**src/rtl/core/lane_marking_deviation_scan_unit_macros.svh**
```systemverilog
// assertion helpers for the lane marking deviation scan
`ifndef LANE_MARKING_DEVIATION_SCAN_UNIT_MACROS_SVH
`define LANE_MARKING_DEVIATION_SCAN_UNIT_MACROS_SVH

// consequent checked in the same cycle as the antecedent
`define LMDS_ASSERT_NOW(label, clk, rst_n, ante, cons, msg) \
    label: assert property (@(posedge clk) disable iff (!rst_n) (ante) |-> (cons)) \
        else $error(msg);

// consequent checked in the cycle after the antecedent
`define LMDS_ASSERT_NEXT(label, clk, rst_n, ante, cons, msg) \
    label: assert property (@(posedge clk) disable iff (!rst_n) (ante) |=> (cons)) \
        else $error(msg);

`endif

```
**src/rtl/core/lmds_pkg.sv**
```systemverilog
package lmds_pkg;

    // field and register widths
    localparam int PIX_W   = 8;
    localparam int COL_W   = 10;
    localparam int ROW_W   = 10;
    localparam int DIM_W   = 11;
    localparam int OFF_W   = 10;
    localparam int Q_W     = 16;
    localparam int SPD_W   = 2;

    // deviation arithmetic
    localparam int NUM_W   = 14;
    localparam int MAG_W   = 12;
    localparam int FRAC_SH = 11;
    localparam int DVD_W   = MAG_W + FRAC_SH;
    localparam int DVS_W   = OFF_W;
    localparam int CNT_W   = $clog2(DVD_W);

    // divide by ten through a reciprocal, exact for values below 2048
    localparam int RECIP_10 = 3277;
    localparam int RECIP_SH = 15;
    localparam int PROD_W   = DIM_W + 12;
    localparam int QT_W     = PROD_W - RECIP_SH;

    // sampled rows start this far above the bottom
    localparam int ROW_MARGIN = 8;

    // control strobes from the sequencer to the find tracker
    typedef struct packed {
        logic upd;
        logic bright;
        logic row_end;
        logic at_ctrl;
        logic below_ctrl;
        logic clear;
    } t_scan_ctl;

    // finds kept for the frame-end evaluation
    typedef struct packed {
        logic [COL_W-1:0] ctrl_left;
        logic [COL_W-1:0] ctrl_right;
        logic [COL_W-1:0] below_left;
        logic [COL_W-1:0] below_right;
        logic             ctrl_seen;
    } t_finds;

endpackage

```
**src/rtl/core/lmds_scan.sv**
```systemverilog
module lmds_scan (
    input  logic                      i_clk,
    input  logic                      i_rst_n,
    input  lmds_pkg::t_scan_ctl       i_ctl,
    input  logic [lmds_pkg::COL_W-1:0] i_col,
    input  logic [lmds_pkg::COL_W-1:0] i_half,
    output lmds_pkg::t_finds          o_finds
);
    import lmds_pkg::*;

    logic [COL_W-1:0] r_row_left, r_row_right;
    logic [COL_W-1:0] n_row_left, n_row_right;
    t_finds           r_finds, n_finds;

    always_comb begin
        n_row_left  = r_row_left;
        n_row_right = r_row_right;
        n_finds     = r_finds;
        if (i_ctl.upd) begin
            // left keeps the largest column, right the smallest
            if (i_ctl.bright && i_col != '0 && i_col <= i_half && i_col > r_row_left) begin
                n_row_left = i_col;
            end
            if (i_ctl.bright && i_col >= i_half &&
                (r_row_right == '0 || i_col < r_row_right)) begin
                n_row_right = i_col;
            end
            if (i_ctl.row_end) begin
                if (i_ctl.at_ctrl) begin
                    n_finds.ctrl_left  = n_row_left;
                    n_finds.ctrl_right = n_row_right;
                    n_finds.ctrl_seen  = 1'b1;
                end else if (i_ctl.below_ctrl) begin
                    if (r_finds.below_left == '0) begin
                        n_finds.below_left = n_row_left;
                    end
                    if (r_finds.below_right == '0) begin
                        n_finds.below_right = n_row_right;
                    end
                end
                n_row_left  = '0;
                n_row_right = '0;
            end
        end
        if (i_ctl.clear) begin
            n_row_left  = '0;
            n_row_right = '0;
            n_finds     = '0;
        end
    end

    always_ff @(posedge i_clk) begin
        if (!i_rst_n) begin
            r_row_left  <= '0;
            r_row_right <= '0;
            r_finds     <= '0;
        end else begin
            r_row_left  <= n_row_left;
            r_row_right <= n_row_right;
            r_finds     <= n_finds;
        end
    end

    assign o_finds = r_finds;

endmodule

```
**src/rtl/core/lmds_div.sv**
```systemverilog
module lmds_div (
    input  logic                       i_clk,
    input  logic                       i_rst_n,
    input  logic                       i_start,
    input  logic [lmds_pkg::DVD_W-1:0] i_dividend,
    input  logic [lmds_pkg::DVS_W-1:0] i_divisor,
    output logic [lmds_pkg::DVD_W-1:0] o_quot,
    output logic                       o_done
);
    import lmds_pkg::*;

    logic             r_busy, r_done;
    logic [CNT_W-1:0] r_cnt;
    logic [DVS_W-1:0] r_rem, r_dvs;
    logic [DVD_W-1:0] r_quot;
    logic [DVS_W:0]   rem_sh;
    logic             fits;

    // one quotient bit per cycle, restoring
    assign rem_sh = {r_rem, r_quot[DVD_W-1]};
    assign fits   = rem_sh >= {1'b0, r_dvs};

    always_ff @(posedge i_clk) begin
        if (!i_rst_n) begin
            r_busy <= 1'b0;
            r_done <= 1'b0;
            r_cnt  <= '0;
        end else begin
            r_done <= 1'b0;
            if (i_start) begin
                r_busy <= 1'b1;
                r_cnt  <= CNT_W'(DVD_W - 1);
            end else if (r_busy) begin
                r_cnt <= r_cnt - 1'b1;
                if (r_cnt == '0) begin
                    r_busy <= 1'b0;
                    r_done <= 1'b1;
                end
            end
        end
    end

    always_ff @(posedge i_clk) begin
        if (i_start) begin
            r_quot <= i_dividend;
            r_rem  <= '0;
            r_dvs  <= i_divisor;
        end else if (r_busy) begin
            r_quot <= {r_quot[DVD_W-2:0], fits};
            r_rem  <= fits ? DVS_W'(rem_sh - {1'b0, r_dvs}) : rem_sh[DVS_W-1:0];
        end
    end

    assign o_quot = r_quot;
    assign o_done = r_done;

endmodule

```
**src/rtl/core/lane_marking_deviation_scan_unit.sv**
```systemverilog
// channel   dir  beat contents
// s_t*      in   one pixel: value, column, row
// m_t*      out  one frame result: deviation, steering, speed code, no-lines flag
// apb       in   five config registers at 4*index
//
// a pixel passes accept, row check and find update in turn; ready drops meanwhile
// the frame's last pixel then runs load, divider start, the 23-step shared divider and emit
// result sits in an output register, so a new frame runs while it waits
// a full output register stalls the next frame end, and the pixel scan with it
// reset is synchronous active low; all finds clear at once, no clearing pass
`include "lane_marking_deviation_scan_unit_macros.svh"

module lane_marking_deviation_scan_unit (
    input  logic        i_clk,
    input  logic        i_rst_n,
    // pixel stream
    input  logic        s_tvalid,
    output logic        s_tready,
    input  logic [31:0] s_tdata,   // pixel_value[7:0], column[17:8], row_index[27:18], zero
    // result stream
    output logic        m_tvalid,
    input  logic        m_tready,
    output logic [39:0] m_tdata,   // deviation_q12[15:0], steering_q12[31:16],
                                   // speed_code[33:32], zero
    output logic [0:0]  m_tuser,   // lines_missing[0]
    // config port
    input  logic        psel,
    input  logic        penable,
    input  logic        pwrite,
    input  logic [4:0]  paddr,
    input  logic [31:0] pwdata,
    output logic [31:0] prdata,
    output logic        pready
);
    import lmds_pkg::*;

    // register map by word index
    typedef enum logic [2:0] {
        REG_WIDTH  = 3'd0,
        REG_HEIGHT = 3'd1,
        REG_THRESH = 3'd2,
        REG_CTRL   = 3'd3,
        REG_OFFSET = 3'd4
    } t_reg_idx;

    typedef enum logic [SPD_W-1:0] {
        SPD_NONE     = 2'd0,
        SPD_CURVE    = 2'd1,
        SPD_STRAIGHT = 2'd2
    } t_speed;

    typedef enum logic [6:0] {
        S_IDLE  = 7'b0000001,
        S_CHK   = 7'b0000010,
        S_UPD   = 7'b0000100,
        S_LOAD  = 7'b0001000,
        S_START = 7'b0010000,
        S_WAIT  = 7'b0100000,
        S_EMIT  = 7'b1000000
    } t_state;

    t_state r_state, n_state;

    // ---------------- config registers ----------------
    logic [DIM_W-1:0] r_width, r_height;
    logic [PIX_W-1:0] r_thresh;
    logic [ROW_W-1:0] r_ctrl_row;
    logic [OFF_W-1:0] r_offset;
    logic             cfg_wr;
    t_reg_idx         cfg_idx;

    assign pready  = 1'b1;
    assign cfg_wr  = psel && penable && pwrite;
    assign cfg_idx = t_reg_idx'(paddr[4:2]);

    always_ff @(posedge i_clk) begin
        if (!i_rst_n) begin
            r_width    <= DIM_W'(640);
            r_height   <= DIM_W'(480);
            r_thresh   <= PIX_W'(200);
            r_ctrl_row <= ROW_W'(462);
            r_offset   <= OFF_W'(280);
        end else if (cfg_wr) begin
            unique case (cfg_idx)
                REG_WIDTH:  r_width    <= pwdata[DIM_W-1:0];
                REG_HEIGHT: r_height   <= pwdata[DIM_W-1:0];
                REG_THRESH: r_thresh   <= pwdata[PIX_W-1:0];
                REG_CTRL:   r_ctrl_row <= pwdata[ROW_W-1:0];
                REG_OFFSET: r_offset   <= pwdata[OFF_W-1:0];
                default: ;
            endcase
        end
    end

    always_comb begin
        unique case (cfg_idx)
            REG_WIDTH:  prdata = 32'(r_width);
            REG_HEIGHT: prdata = 32'(r_height);
            REG_THRESH: prdata = 32'(r_thresh);
            REG_CTRL:   prdata = 32'(r_ctrl_row);
            REG_OFFSET: prdata = 32'(r_offset);
            default:    prdata = '0;
        endcase
    end

    // ---------------- pixel capture ----------------
    logic [PIX_W-1:0] r_pix;
    logic [COL_W-1:0] r_col;
    logic [ROW_W-1:0] r_row;
    logic             in_beat;

    assign s_tready = (r_state == S_IDLE);
    assign in_beat  = s_tvalid && s_tready;

    always_ff @(posedge i_clk) begin
        if (in_beat) begin
            r_pix <= s_tdata[7:0];
            r_col <= s_tdata[17:8];
            r_row <= s_tdata[27:18];
        end
    end

    // ---------------- row check, first cycle ----------------
    // a row is sampled when it lies 8 + 10k above the bottom and below 0.6 height
    logic             chk_in_frame, chk_low_ok, chk_upper;
    logic [DIM_W-1:0] chk_diff;
    logic [PROD_W-1:0] chk_prod;
    logic [12:0]      row_x5, height_x3;

    logic             r_in_frame, r_low_ok, r_upper;
    logic [DIM_W-1:0] r_diff;
    logic [QT_W-1:0]  r_q;

    assign chk_in_frame = ({1'b0, r_col} < r_width) && ({1'b0, r_row} < r_height);
    assign chk_low_ok   = ({1'b0, r_row} + DIM_W'(ROW_MARGIN)) <= r_height;
    assign chk_diff     = r_height - DIM_W'(ROW_MARGIN) - {1'b0, r_row};
    assign chk_prod     = PROD_W'(chk_diff) * PROD_W'(RECIP_10);
    assign row_x5       = {1'b0, r_row, 2'b00} + 13'(r_row);
    assign height_x3    = {1'b0, r_height, 1'b0} + 13'(r_height);
    assign chk_upper    = row_x5 > height_x3;

    always_ff @(posedge i_clk) begin
        if (r_state == S_CHK) begin
            r_in_frame <= chk_in_frame;
            r_low_ok   <= chk_low_ok;
            r_upper    <= chk_upper;
            r_diff     <= chk_diff;
            r_q        <= chk_prod[PROD_W-1:RECIP_SH];
        end
    end

    // row check, S_UPD part, and find update
    logic [DIM_W-1:0] upd_rem;
    logic             upd_sampled, upd_row_end, upd_frame_end;
    t_scan_ctl        scan_ctl;
    t_finds           finds;

    // remainder of the row distance by ten
    assign upd_rem       = r_diff - DIM_W'({r_q, 3'b000}) - DIM_W'({r_q, 1'b0});
    assign upd_sampled   = r_in_frame && r_low_ok && r_upper && (upd_rem == '0);
    assign upd_row_end   = ({1'b0, r_col} == (r_width - 1'b1));
    assign upd_frame_end = r_in_frame && upd_row_end && ({1'b0, r_row} == (r_height - 1'b1));

    always_comb begin
        scan_ctl            = '0;
        scan_ctl.upd        = (r_state == S_UPD) && upd_sampled;
        scan_ctl.bright     = r_pix >= r_thresh;
        scan_ctl.row_end    = upd_row_end;
        scan_ctl.at_ctrl    = r_row == r_ctrl_row;
        scan_ctl.below_ctrl = r_row > r_ctrl_row;
        scan_ctl.clear      = (r_state == S_LOAD);
    end

    lmds_scan u_scan (
        .i_clk   (i_clk),
        .i_rst_n (i_rst_n),
        .i_ctl   (scan_ctl),
        .i_col   (r_col),
        .i_half  (r_width[DIM_W-1:1]),
        .o_finds (finds)
    );

    // ---------------- frame end: error numerator ----------------
    // right find wins; a side missing at the control row falls back to rows below
    logic [COL_W-1:0]        lx, rx;
    logic [OFF_W-1:0]        d_eff;
    logic signed [NUM_W-1:0] ld_num;
    logic                    ld_missing;

    logic signed [NUM_W-1:0] r_num;
    logic                    r_missing;
    logic [OFF_W-1:0]        r_deff;

    assign lx    = (finds.ctrl_left  != '0) ? finds.ctrl_left  : finds.below_left;
    assign rx    = (finds.ctrl_right != '0) ? finds.ctrl_right : finds.below_right;
    assign d_eff = (r_offset == '0) ? OFF_W'(1) : r_offset;

    always_comb begin
        ld_num     = '0;
        ld_missing = 1'b0;
        if (finds.ctrl_seen) begin
            if (rx != '0) begin
                ld_num = $signed(NUM_W'({rx, 1'b0})) - $signed(NUM_W'(r_width))
                       - $signed(NUM_W'({d_eff, 1'b0}));
            end else if (lx != '0) begin
                ld_num = $signed(NUM_W'({lx, 1'b0})) - $signed(NUM_W'(r_width))
                       + $signed(NUM_W'({d_eff, 1'b0}));
            end else begin
                ld_missing = 1'b1;
            end
        end
    end

    always_ff @(posedge i_clk) begin
        if (r_state == S_LOAD) begin
            r_num     <= ld_num;
            r_missing <= ld_missing;
            r_deff    <= d_eff;
        end
    end

    // ---------------- shared divider: |num| * 2048 / d ----------------
    logic [NUM_W-1:0] num_abs;
    logic [MAG_W-1:0] mag;
    logic [DVD_W-1:0] quot;
    logic             div_done;

    assign num_abs = r_num[NUM_W-1] ? NUM_W'(-r_num) : NUM_W'(r_num);
    assign mag     = num_abs[MAG_W-1:0];

    lmds_div u_div (
        .i_clk      (i_clk),
        .i_rst_n    (i_rst_n),
        .i_start    (r_state == S_START),
        .i_dividend ({mag, FRAC_SH'(0)}),
        .i_divisor  (r_deff),
        .o_quot     (quot),
        .o_done     (div_done)
    );

    // ---------------- result shaping ----------------
    logic [Q_W-1:0]  dev_sat;
    logic [17:0]     mag_x50;
    logic            steer_on;
    logic            out_load;
    logic [Q_W-1:0]  res_dev, res_steer;
    t_speed          res_speed;

    // truncation toward zero comes from dividing the magnitude
    always_comb begin
        if (!r_num[NUM_W-1]) begin
            dev_sat = (quot > DVD_W'(32767)) ? 16'h7FFF : quot[Q_W-1:0];
        end else begin
            dev_sat = (quot > DVD_W'(32768)) ? 16'h8000 : Q_W'(-quot[Q_W-1:0]);
        end
    end

    // error above one percent: 50 * |num| > d
    assign mag_x50  = 18'({mag, 5'b0}) + 18'({mag, 4'b0}) + 18'({mag, 1'b0});
    assign steer_on = mag_x50 > 18'(r_deff);

    always_comb begin
        if (r_missing) begin
            res_dev   = '0;
            res_steer = '0;
            res_speed = SPD_NONE;
        end else begin
            res_dev   = dev_sat;
            res_steer = steer_on ? dev_sat : '0;
            res_speed = steer_on ? SPD_CURVE : SPD_STRAIGHT;
        end
    end

    // output register, parts the scan from the result consumer
    logic             r_out_valid;
    logic [Q_W-1:0]   r_out_dev, r_out_steer;
    logic [SPD_W-1:0] r_out_speed;
    logic             r_out_missing;

    assign out_load = (r_state == S_EMIT) && (!r_out_valid || m_tready);

    always_ff @(posedge i_clk) begin
        if (!i_rst_n) begin
            r_out_valid <= 1'b0;
        end else if (out_load) begin
            r_out_valid <= 1'b1;
        end else if (m_tready) begin
            r_out_valid <= 1'b0;
        end
    end

    always_ff @(posedge i_clk) begin
        if (out_load) begin
            r_out_dev     <= res_dev;
            r_out_steer   <= res_steer;
            r_out_speed   <= res_speed;
            r_out_missing <= r_missing;
        end
    end

    assign m_tvalid   = r_out_valid;
    assign m_tdata    = {6'b0, r_out_speed, r_out_steer, r_out_dev};
    assign m_tuser[0] = r_out_missing;

    // ---------------- sequencer ----------------
    always_comb begin
        n_state = r_state;
        unique case (r_state)
            S_IDLE:  if (in_beat) n_state = S_CHK;
            S_CHK:   n_state = S_UPD;
            S_UPD:   n_state = upd_frame_end ? S_LOAD : S_IDLE;
            S_LOAD:  n_state = S_START;
            S_START: n_state = S_WAIT;
            S_WAIT:  if (div_done) n_state = S_EMIT;
            S_EMIT:  if (out_load) n_state = S_IDLE;
            default: n_state = S_IDLE;
        endcase
    end

    always_ff @(posedge i_clk) begin
        if (!i_rst_n) begin
            r_state <= S_IDLE;
        end else begin
            r_state <= n_state;
        end
    end

    // ---------------- checks ----------------
    `LMDS_ASSERT_NEXT(a_busy_after_beat, i_clk, i_rst_n, s_tvalid && s_tready, !s_tready, "pixel taken while a pixel is in work")
    `LMDS_ASSERT_NOW(a_missing_clean, i_clk, i_rst_n, m_tvalid && m_tuser[0], m_tdata[31:0] == 32'd0 && m_tdata[33:32] == SPD_NONE, "no-lines result carries data")
    `LMDS_ASSERT_NEXT(a_emit_waits, i_clk, i_rst_n, r_state == S_EMIT && r_out_valid && !m_tready, r_state == S_EMIT && r_out_valid, "result dropped on full output")
    `LMDS_ASSERT_NOW(a_div_done_in_wait, i_clk, i_rst_n, div_done, r_state == S_WAIT, "divider finished outside its wait")

endmodule

```
**config.mk**
```make
export PLATFORM = sky130hd
export DESIGN_NAME = lane_marking_deviation_scan_unit
export DESIGN_NICKNAME = d
export VERILOG_FILES = /design/src/rtl/core/lmds_pkg.sv /design/src/rtl/core/lmds_scan.sv /design/src/rtl/core/lmds_div.sv /design/src/rtl/core/lane_marking_deviation_scan_unit.sv
export VERILOG_INCLUDE_DIRS = /design/src /design/src/rtl/core
export SDC_FILE = /design/constraint.sdc
export NUM_CORES = 1
export LEC_CHECK = 0
export BUFFER_PORTS_ARGS = -buffer_cell sky130_fd_sc_hd__clkbuf_2
export CAP_MARGIN = 30
export CORE_MARGIN = 10
export CORE_UTILIZATION = 35
export CTS_CLUSTER_DIAMETER = 150
export DETAILED_ROUTE_END_ITERATION = 16
export GPL_ROUTABILITY_DRIVEN = 1
export HOLD_SLACK_MARGIN = 0.02
export PLACE_DENSITY = 0.53
export SLEW_MARGIN = 0
export SYNTH_ARGS = -nofsm -noshare
export SYNTH_HDL_FRONTEND = slang
export SYNTH_SLANG_ARGS = --single-unit
```
**constraint.sdc**
```tcl
create_clock -name i_clk -period 6.75 [get_ports i_clk]
set_input_delay 2.025 -clock i_clk [delete_from_list [all_inputs] [get_ports i_clk]]
set_output_delay 2.025 -clock i_clk [all_outputs]
set_load 0.005 [all_outputs]
```
# --- Word level (Yosys, flattened, before mapping) ---
# Cells that the tools add are included.
word_totals:
  elab_cells: 172
  ff_bits: 279
  inputBits: 76
classes:
  reduce_logical: 47
  magnitude_cmp: 14
  mux: 32
  add_sub_neg: 19
  multipliers: 1
  bitwise: 5
  eq_ne: 17
ops:
  columns: ["op", "count"]
  rows:
  - ["10-bit two-way mux", 8]
  - ["11-bit case mux with 5 select lines", 1]
  - ["10-bit nonzero test", 5]
  - ["7-bit case mux with 7 select lines", 1]
  - ["16-bit two-way mux", 3]
  - ["23-bit two-way mux", 2]
  - ["10-bit zero test", 4]
  - ["14-bit two-way mux", 2]
  - ["11-bit by 11-bit subtractor with 12-bit output", 2]
  - ["23-bit by 15-bit greater-than comparator with 1-bit output, second input constant", 1]
  - ["23-bit by 16-bit greater-than comparator with 1-bit output, second input constant", 1]
  - ["11-bit by 12-bit multiplier with 23-bit output, second input constant", 1]
  - ["10-bit by 11-bit equality test with 1-bit output", 2]
  - ["10-bit by 11-bit less-than comparator with 1-bit output", 2]
  - ["11-bit by 1-bit subtractor with 11-bit output, second input constant", 2]
  - ["7-bit two-way mux", 3]
  - ["10-bit greater-than comparator", 2]
  - ["17-bit by 16-bit adder with 18-bit output", 1]
  - ["18-bit by 13-bit adder with 18-bit output", 1]
  - ["18-bit by 10-bit greater-than comparator with 1-bit output", 1]
  - ["1-bit logical AND", 16]
  - ["16-bit negator", 1]
  - ["12-bit by 10-bit adder with 13-bit output", 1]
  - ["12-bit by 11-bit adder with 13-bit output", 1]
  - ["other kinds (47)", 71]

# --- Longest topological paths before layout ---
# Gate-level depths: netlist (run 1).
depth:
  word_depth: 7
  depth_mapped: 31
  depth_no_buf: 31

# --- Cells and area by module ---
# A second synthesis (run 1) with hierarchy kept.
hier_totals:
  hier_cells: 2337
  hier_area_um2: 21830.9
by_module_without_submodules:
  columns: ["mod", "cells_each", "area_per_inst_um2", "n_inst", "seq_area_each_um2"]
  rows:
  - ["lane_marking_deviation_scan_unit", 1755, 16079.2, 1, 4434.3]
  - ["lmds_scan", 372, 3240.6, 1, 1221.2]
  - ["lmds_div", 210, 2511.2, 1, 1331.3]

# --- Worst setup path after synthesis (run 1) ---
# Ideal clock, no wire load.
synth_path:
  path_kind: "register to register"
  startpoint: "register r_height[2]"
  endpoint: "register r_q[7], data pin"
  n_path_buf: 0
  t_arrival_ns: 6.308
  path_stages_with_launch: 28
  required_ns: 6.484
  synth_period_minus_slack_ns: 6.574
  setup_time_ns: 0.266
  setup_slack_ns: 0.176
  path_cell_list: "dfxtp_1 inv_1 ha_1 xor2_1 ha_1 a21oi_1 o21ai_0 a21o_1 a21oi_1 o21bai_1 a21oi_1 o21bai_1 xor2_1 ha_1 inv_1 fa_1 fa_1 inv_1 fa_1 fa_1 ha_1 a211oi_1 nand2_1 o21ai_0 a211o_1 o21ai_0 o41ai_1 xnor2_1"
synth_via:
  elab_chain_len: 3
synth_lines:
  columns: ["item", "line_no", "source"]
  rows:
  - ["from (decl)", "lane_marking_deviation_scan_unit.sv:65", "logic [DIM_W-1:0] r_width, r_height;"]
  - ["from (signal assigned)", "lane_marking_deviation_scan_unit.sv:86", "REG_HEIGHT: r_height <= pwdata[DIM_W-1:0];"]
  - ["11-bit by 4-bit subtractor with 11-bit output", "lane_marking_deviation_scan_unit.sv:136", "assign chk_diff = r_height - DIM_W'(ROW_MARGIN) - {1'b0, r_row};"]
  - ["11-bit by 10-bit subtractor with 11-bit output", "lane_marking_deviation_scan_unit.sv:136", null]
  - ["via chk_diff[9]", "lane_marking_deviation_scan_unit.sv:126", "logic [DIM_W-1:0] chk_diff;"]
  - ["11-bit by 12-bit multiplier with 23-bit output", "lane_marking_deviation_scan_unit.sv:137", "assign chk_prod = PROD_W'(chk_diff) * PROD_W'(RECIP_10);"]
  - ["via chk_prod[22]", "lane_marking_deviation_scan_unit.sv:127", "logic [PROD_W-1:0] chk_prod;"]
  - ["to (signal assigned)", "lane_marking_deviation_scan_unit.sv:148", "r_q <= chk_prod[PROD_W-1:RECIP_SH];"]
  - ["to (decl)", "lane_marking_deviation_scan_unit.sv:132", "logic [QT_W-1:0] r_q;"]
# The timed path passes the listed nets, and every way through them passes these cells.
# A chain may end at the register's enable or synchronous reset.

# --- Final worst setup path (run 1) ---
layout_path:
  startpoint: "register r_row[1]"
  endpoint: "register r_q[6], data pin"
layout_via:
  elab_chain_len: 2
layout_lines:
  columns: ["item", "line_no", "source"]
  rows:
  - ["from (decl)", "lane_marking_deviation_scan_unit.sv:109", "logic [ROW_W-1:0] r_row;"]
  - ["from (signal assigned)", "lane_marking_deviation_scan_unit.sv:119", "r_row <= s_tdata[27:18];"]
  - ["11-bit by 10-bit subtractor with 11-bit output", "lane_marking_deviation_scan_unit.sv:136", null]
  - ["via chk_diff[10]", "lane_marking_deviation_scan_unit.sv:126", null]
  - ["11-bit by 12-bit multiplier with 23-bit output", "lane_marking_deviation_scan_unit.sv:137", null]
  - ["via chk_prod[21]", "lane_marking_deviation_scan_unit.sv:127", null]
# The timed path passes the listed nets, and every way through them passes these cells.

==> results of run 1 <==
-- worst reg2reg max path: cells and delay by family, from the launching register on --
kind	cells	cell delay [ps]
AO/OA/AOI/OAI	12	2030
XOR/XNOR	2	290
adder cells (fa/ha/maj)	8	2990
buffers and inverters	5	360
flip-flops	1	450
AND/OR/NAND/NOR	1	160
-- metal layers --
layer / global-route usage (%) / wire [um] / up-vias
met5: 0 / 0 / -
li1: - / - / 8675
met4: 4.94 / 1560 / 0
met2: 25.6 / 26400 / 352
met1: 20.4 / 27500 / 8190
met3: 2.69 / 2600 / 81
-- repair_timing --
item / CTS / global route
pin swaps: 7 / 32
gates resized for setup: 6 / 28
hold buffers: 0 / 0
setup buffers: 1 / 5
setup endpoints to repair: 5 / 5
-- layout make-up --
| type | instances | area, um^2 | share of cell area (%) |
|---|---|---|---|
| clock inverters | 18 | 194 | 0.776 |
| flip-flops and latches | 278 | 6880 | 27.5 |
| inverters | 276 | 1040 | 4.15 |
| diodes | 1 | 2.50 | 0.0100 |
| repair buffers | 180 | 1150 | 4.61 |
| multi-input cells | 1750 | 13600 | 54.6 |
| well taps | 837 | 1050 | 4.19 |
| clock buffers | 47 | 1040 | 4.16 |
-- Yosys cell counts, types with 8 or more instances --
library cell | number | area, um^2
o21bai_1 | 15 | 113
and3_1 | 18 | 113
mux2i_1 | 42 | 420
a31oi_1 | 22 | 138
o21ai_1 | 13 | 65.1
a21o_1 | 45 | 338
edfxtp_1 | 131 | 3930
a211oi_1 | 17 | 128
mux2_2 | 11 | 124
fa_1 | 56 | 1120
a21oi_1 | 126 | 631
inv_1 | 276 | 1040
nand4_1 | 22 | 138
o21a_1 | 14 | 105
dfxtp_1 | 147 | 2940
a21boi_0 | 30 | 225
nand2_1 | 188 | 706
xnor2_1 | 79 | 692
nand3_1 | 62 | 310
nor2b_1 | 37 | 231
nor3_1 | 46 | 230
nand4b_1 | 9 | 78.8
o21ai_0 | 112 | 561
o211ai_1 | 28 | 210
nor4_1 | 19 | 119
nand2b_1 | 17 | 106
nand3b_1 | 10 | 75.1
or2_2 | 11 | 68.8
and2_1 | 20 | 125
nor2_1 | 129 | 484
ha_1 | 293 | 3670
a22o_1 | 20 | 175
a22oi_1 | 16 | 120
clkbuf_1 | 65 | 244
o31ai_1 | 12 | 90.1
or4_1 | 8 | 60.1
xor2_1 | 50 | 438
buf_4 | 28 | 210
o22ai_1 | 25 | 156
or3_1 | 10 | 62.6
o22a_1 | 10 | 87.6
-- flip-flops by register name, indices dropped and copies added (netlist names), 10 cells and up --
register,flops
r_col,10
r_ctrl_row,10
r_deff,10
r_diff,11
r_height,11
r_num,13
r_offset,10
r_out_dev,16
r_out_steer,16
r_row,10
r_width,11
u_div.o_quot,23
u_div.r_dvs,10
u_div.r_rem,10
u_scan.o_finds,41
u_scan.r_row_left,10
u_scan.r_row_right,10
-- metrics by stage --
stage               instances  worst slack [ps]  util, %  instance area, um^2  hold WS [ps]
global placement         3310             -22.0     38.1                23500           447
detailed placement       3314              -149     38.1                23500           457
floorplan                2410               176        -                21900           417
global route             3387              -117     40.5                25000           485
finish                   3387               198     40.5                25000           461
CTS                      3380              8.14     40.2                24800           463
-- worst paths after layout --
path                           start                  to
setup / recovery            r_row[1]              r_q[6]
hold / removal    u_scan.o_finds[23]  u_scan.o_finds[23]
setup reg to reg            r_row[1]              r_q[6]
hold reg to reg   u_scan.o_finds[23]  u_scan.o_finds[23]
-- power by group --
group          switching [mW]  total [mW]  internal, mW
clock                   0.776        1.98          1.21
sequential             0.0647        2.01          1.94
combinational            2.55        4.77          2.22
total                    3.40        8.76          5.37
-- logic make-up after synthesis --
| group | synth area share, % |
|---|---|
| adders and majority gates | 22.0 |
| buffers and inverters | 7.12 |
| DFF | 31.5 |
| AOI/OAI and AO/OA | 16.7 |
| xor gates and xnor gates | 5.18 |
| other | 0.0344 |
| and+or+nand+nor | 15.0 |
| muxes | 2.50 |
==> flow_metrics.py, run 1 <==
metrics = {
    "placement": {
        "port_buffers": 96,
        "gp_congestion": 0.855,
        "dp_hpwl_um": 45700,
    },
    "sta": {
        "clock.fmax_ghz": 0.153,
        "period_needed_ps": 6550,
        "fin_skew_ps": 33.7,
        "rsz0062_at_grt": "true",
        "period_share_pct": 97.1,
        "final-setup-viol-count": 0,
        "hold_violations": 0,
        "setup_tns_ps": 0,
        "slew_headroom_pct": 34.9,
        "tightest_slew_ps": 974,
        "drv_slew": 0,
    },
    "worst_setup_path": {
        "critical-path-max-stage-delay_ps": 520,
        "cp.depth": 28,
        "cp_slowest_cell": "fa_1",
        "arrival_ps": 6840,
        "startpoint_type": "flop",
        "path_class": "flop to flop",
        "endpoint_kind": "flop",
        "cp_num_buf_inv": 5,
        "crit_fanout": 3,
        "rrSetupSlack_ps": 200,
        "worstPathRequired_ps": 7040,
        "reg2reg_depth": 28,
        "critPathTopFamily": "adder cells",
    },
    "pwr": {
        "peakVddDrop_uv": 280,
        "power-per-cell-area_mw_per_mm2": 351,
        "power.leakage_nw": 11.0,
        "finalPower_mw": 8.76,
    },
    "synth": {
        "async_flop_share_pct": 0,
        "synthFlopType": "dfxtp_1",
        "synth_warnings": 0,
        "yosysUniqueCellTypes": 83,
        "syn_avg_cell_area_um2": 9.15,
        "synth-seq-cells": 278,
        "syn-cell-area_mm2": 0.0218,
        "ys_seq_area_share_pct": 31.5,
        "syn-instance-count": 2384,
        "synth_edf_count": 131,
    },
    "routing": {
        "ant_nets": 0,
        "drtIter0Drc": 891,
        "route.detailed.drc": 0,
        "vias_per_cell": 5.11,
        "wl_per_cell_um": 17.1,
        "vias": 17298,
        "dr.pass1.iters": 5,
        "drt-total-wl_um": 58000,
    },
    "min_path": {
        "hold_path_class": "flop to flop",
        "hold_path_depth": 2,
    },
    "clock_tree": {
        "clockBufferDepth": 3,
        "clk_pin_slew_worst_paths_ps": 60,
        "clock-sinks": 278,
        "clk_latency_ps": 560,
        "clockRootBuffer": "clkbuf_16",
        "cts_made_buffers": 36,
        "h-tree-depth": 2,
        "cts_tree": "yes",
    },
    "die": {
        "core_mm2": 0.0617,
        "pin_count": 152,
        "die_area_mm2": 0.0727,
        "initial_utilization_pct": 35.3,
        "die_w_um": 270,
        "die-height_um": 270,
        "num_rows": 91,
    },
    "layout": {
        "drive_gt1_share_pct": 12.3,
        "nNetsFinal": 2947,
        "final_common_cell": "ha_1",
        "final_cell_mix": "ha_1, inv_1, nand2_1, dfxtp_1, edfxtp_1",
        "syn_to_final_growth_pct": 14.6,
        "fill_cells": 6177,
    },
    "global_route": {
        "global_route.overflow_total": 0,
        "grt_use_total_pct": 15.5,
        "grt_pass1_wl_um": 92500,
        "grt_pass1_vias": 17195,
        "grt_max_degree": 62,
        "antenna_found_initial": 1,
    },
    "status": {
        "status": "complete, no violations",
    },
    "job": {
        "cap_viol_max_count": 0,
    },
}
Power figures use the tool's default switching activity.
==> run 2: changes to the inputs <==
--- a/config.mk
+++ b/config.mk
@@ -10,6 +10,7 @@
 export CAP_MARGIN = 30
 export CORE_MARGIN = 10
 export CORE_UTILIZATION = 35
+export CTS_BUF_LIST = sky130_fd_sc_hd__clkbuf_8
 export CTS_CLUSTER_DIAMETER = 150
 export DETAILED_ROUTE_END_ITERATION = 16
 export GPL_ROUTABILITY_DRIVEN = 1
==> flow_metrics.py, run 2 (same netlist as run 1, synthesis figures left out) <==
metrics = {
    "sta": {
        "period_needed_ps": 6560,
        "final-setup-viol-count": 0,
        "fin_skew_ps": 61.1,
        "period_share_pct": 97.1,
        "clock.fmax_ghz": 0.153,
        "holdWs_ps": 462,
        "drv_slew": 0,
        "slew_headroom_pct": 35.5,
        "tightest_slew_ps": 965,
        "rsz0062_at_grt": "true",
        "hold_violations": 0,
    },
    "clock_tree": {
        "clockBufferDepth": 3,
        "clock-sinks": 278,
        "h-tree-depth": 2,
        "clockRootBuffer": "clkbuf_8",
        "cts_made_buffers": 53,
        "cts_tree": "yes",
        "clk_pin_slew_worst_paths_ps": 60,
        "clk_latency_ps": 650,
    },
    "routing": {
        "ant_nets": 0,
        "routed.top_layer": "met4",
        "vias_per_cell": 5.10,
        "drt-met1-wl_um": 27200,
        "drtIter0Drc": 855,
        "drt-total-wl_um": 58200,
        "wl_met2_um": 26700,
        "vias": 17458,
        "wl_met3_um": 2910,
        "wl_per_cell_um": 17.0,
        "route.detailed.drc": 0,
        "dr.pass1.iters": 5,
    },
    "worst_setup_path": {
        "crit_fanout": 3,
        "cp_slowest_cell": "fa_1",
        "cp_num_buf_inv": 5,
        "worstPathRequired_ps": 7100,
        "endpoint_kind": "flop",
        "critPathTopFamily": "adder cells",
        "startpoint_type": "flop",
        "cp-startpoint": "r_row[1]",
        "path_class": "flop to flop",
        "reg2reg_from": "r_row[1]",
        "arrival_ps": 6900,
        "critical-path-max-stage-delay_ps": 570,
    },
    "global_route": {
        "global_route.overflow_total": 0,
        "grt_pass1_vias": 17396,
        "grt_use_total_pct": 15.6,
        "grt_max_degree": 62,
        "grt_pass1_wl_um": 92900,
        "antenna_found_initial": 2,
    },
    "layout": {
        "nNetsFinal": 2965,
        "largest_reg_flops": 41,
        "syn_to_final_growth_pct": 13.7,
        "final_cell_mix": "ha_1, inv_1, nand2_1, dfxtp_1, edfxtp_1",
        "final_common_cell": "ha_1",
        "drive_gt1_share_pct": 12.7,
        "fin_area_mm2": 0.0248,
        "fill_cells": 6228,
    },
    "job": {
        "cap_viol_max_count": 0,
    },
    "die": {
        "die-height_um": 270,
        "pin_count": 152,
        "num_rows": 91,
        "die_area_mm2": 0.0727,
        "initial_utilization_pct": 35.3,
        "die_w_um": 270,
        "core_mm2": 0.0617,
    },
    "pwr": {
        "power.leakage_nw": 10.9,
        "peakVddDrop_uv": 278,
        "finalPower_mw": 8.43,
        "power-per-cell-area_mw_per_mm2": 340,
    },
    "min_path": {
        "hold_path_class": "flop to flop",
        "hp-start": "u_scan.o_finds[23]",
    },
    "status": {
        "status": "complete, no violations",
    },
    "placement": {
        "place_area_mm2": 0.0235,
        "dp_hpwl_um": 45700,
        "gp_congestion": 0.855,
        "port_buffers": 96,
    },
}
[run 2: changes by cell type in the layout (fill, tap and decap cells not counted), moves of 2 or more]
cell | before | now
clkbuf_1 | 4 | 0
clkbuf_16 | 40 | 1
clkbuf_8 | 3 | 56
clkinv_1 | 1 | 12
clkinv_2 | 7 | 11
inv_1 | 272 | 285
inv_6 | 2 | 0
[run 2: what timing repair did]
action	CTS	global route
setup buffers	3	4
gates cloned	0	0
pin swaps	17	24
hold buffers	0	0
gates resized for setup	8	24
setup endpoints to repair	5	5
[run 2: worst min-delay path, cell delays in order (launching register included)]
cell,delay (ps)
dfxtp_1,320
nand2_1,60
o21ai_1,50
[run 2: where the power goes]
group / switching (mW) / total [mW] / internal (mW) / leakage (nW)
sequential: 0.0644 / 2.01 / 1.94 / 2.39
combinational: 2.55 / 4.80 / 2.26 / 7.98
clock: 0.768 / 1.62 / 0.850 / 0.573
[run 2: path summary, 6_finish.rpt]
kind	end	slack (ps)	depth (start not counted)
min	u_scan.o_finds[23]	460	2
max	r_q[6]	190	28
max reg2reg	r_q[6]	190	28
min reg2reg	u_scan.o_finds[23]	460	2
[run 2: layer usage]
metal / vias to the layer above / global-route usage (%)
met5: - / 0
met4: 0 / 5.01
met3: 82 / 2.75
met2: 374 / 25.8
met1: 8277 / 20.3
li1: 8725 / -
[run 2: cell type report]
cell class              count  area, um^2  share of cell area (%)
multi-input cells        1750       13600                    55.0
flip-flops and latches    278        6880                    27.7
repair buffers            181        1160                    4.67
well taps                 837        1050                    4.23
inverters                 276        1040                    4.18
clock buffers              56         771                    3.11
clock inverters            43         256                    1.03
diodes                      2        5.00                  0.0202
[run 2: per-stage QoR]
| stage | setup WS, ps | TNS, ps | util, % | cells |
|---|---|---|---|---|
| final | 195 | 0 | 40.2 | 3423 |
| after global routing | -118 | -405 | 40.2 | 3423 |
| after CTS | 2.06 | 0 | 39.9 | 3416 |
| after detailed placement | -149 | -373 | 38.1 | 3314 |
| after global placement | -22.0 | -22.0 | 38.1 | 3310 |
| after floorplan | 176 | 0 | - | 2410 |
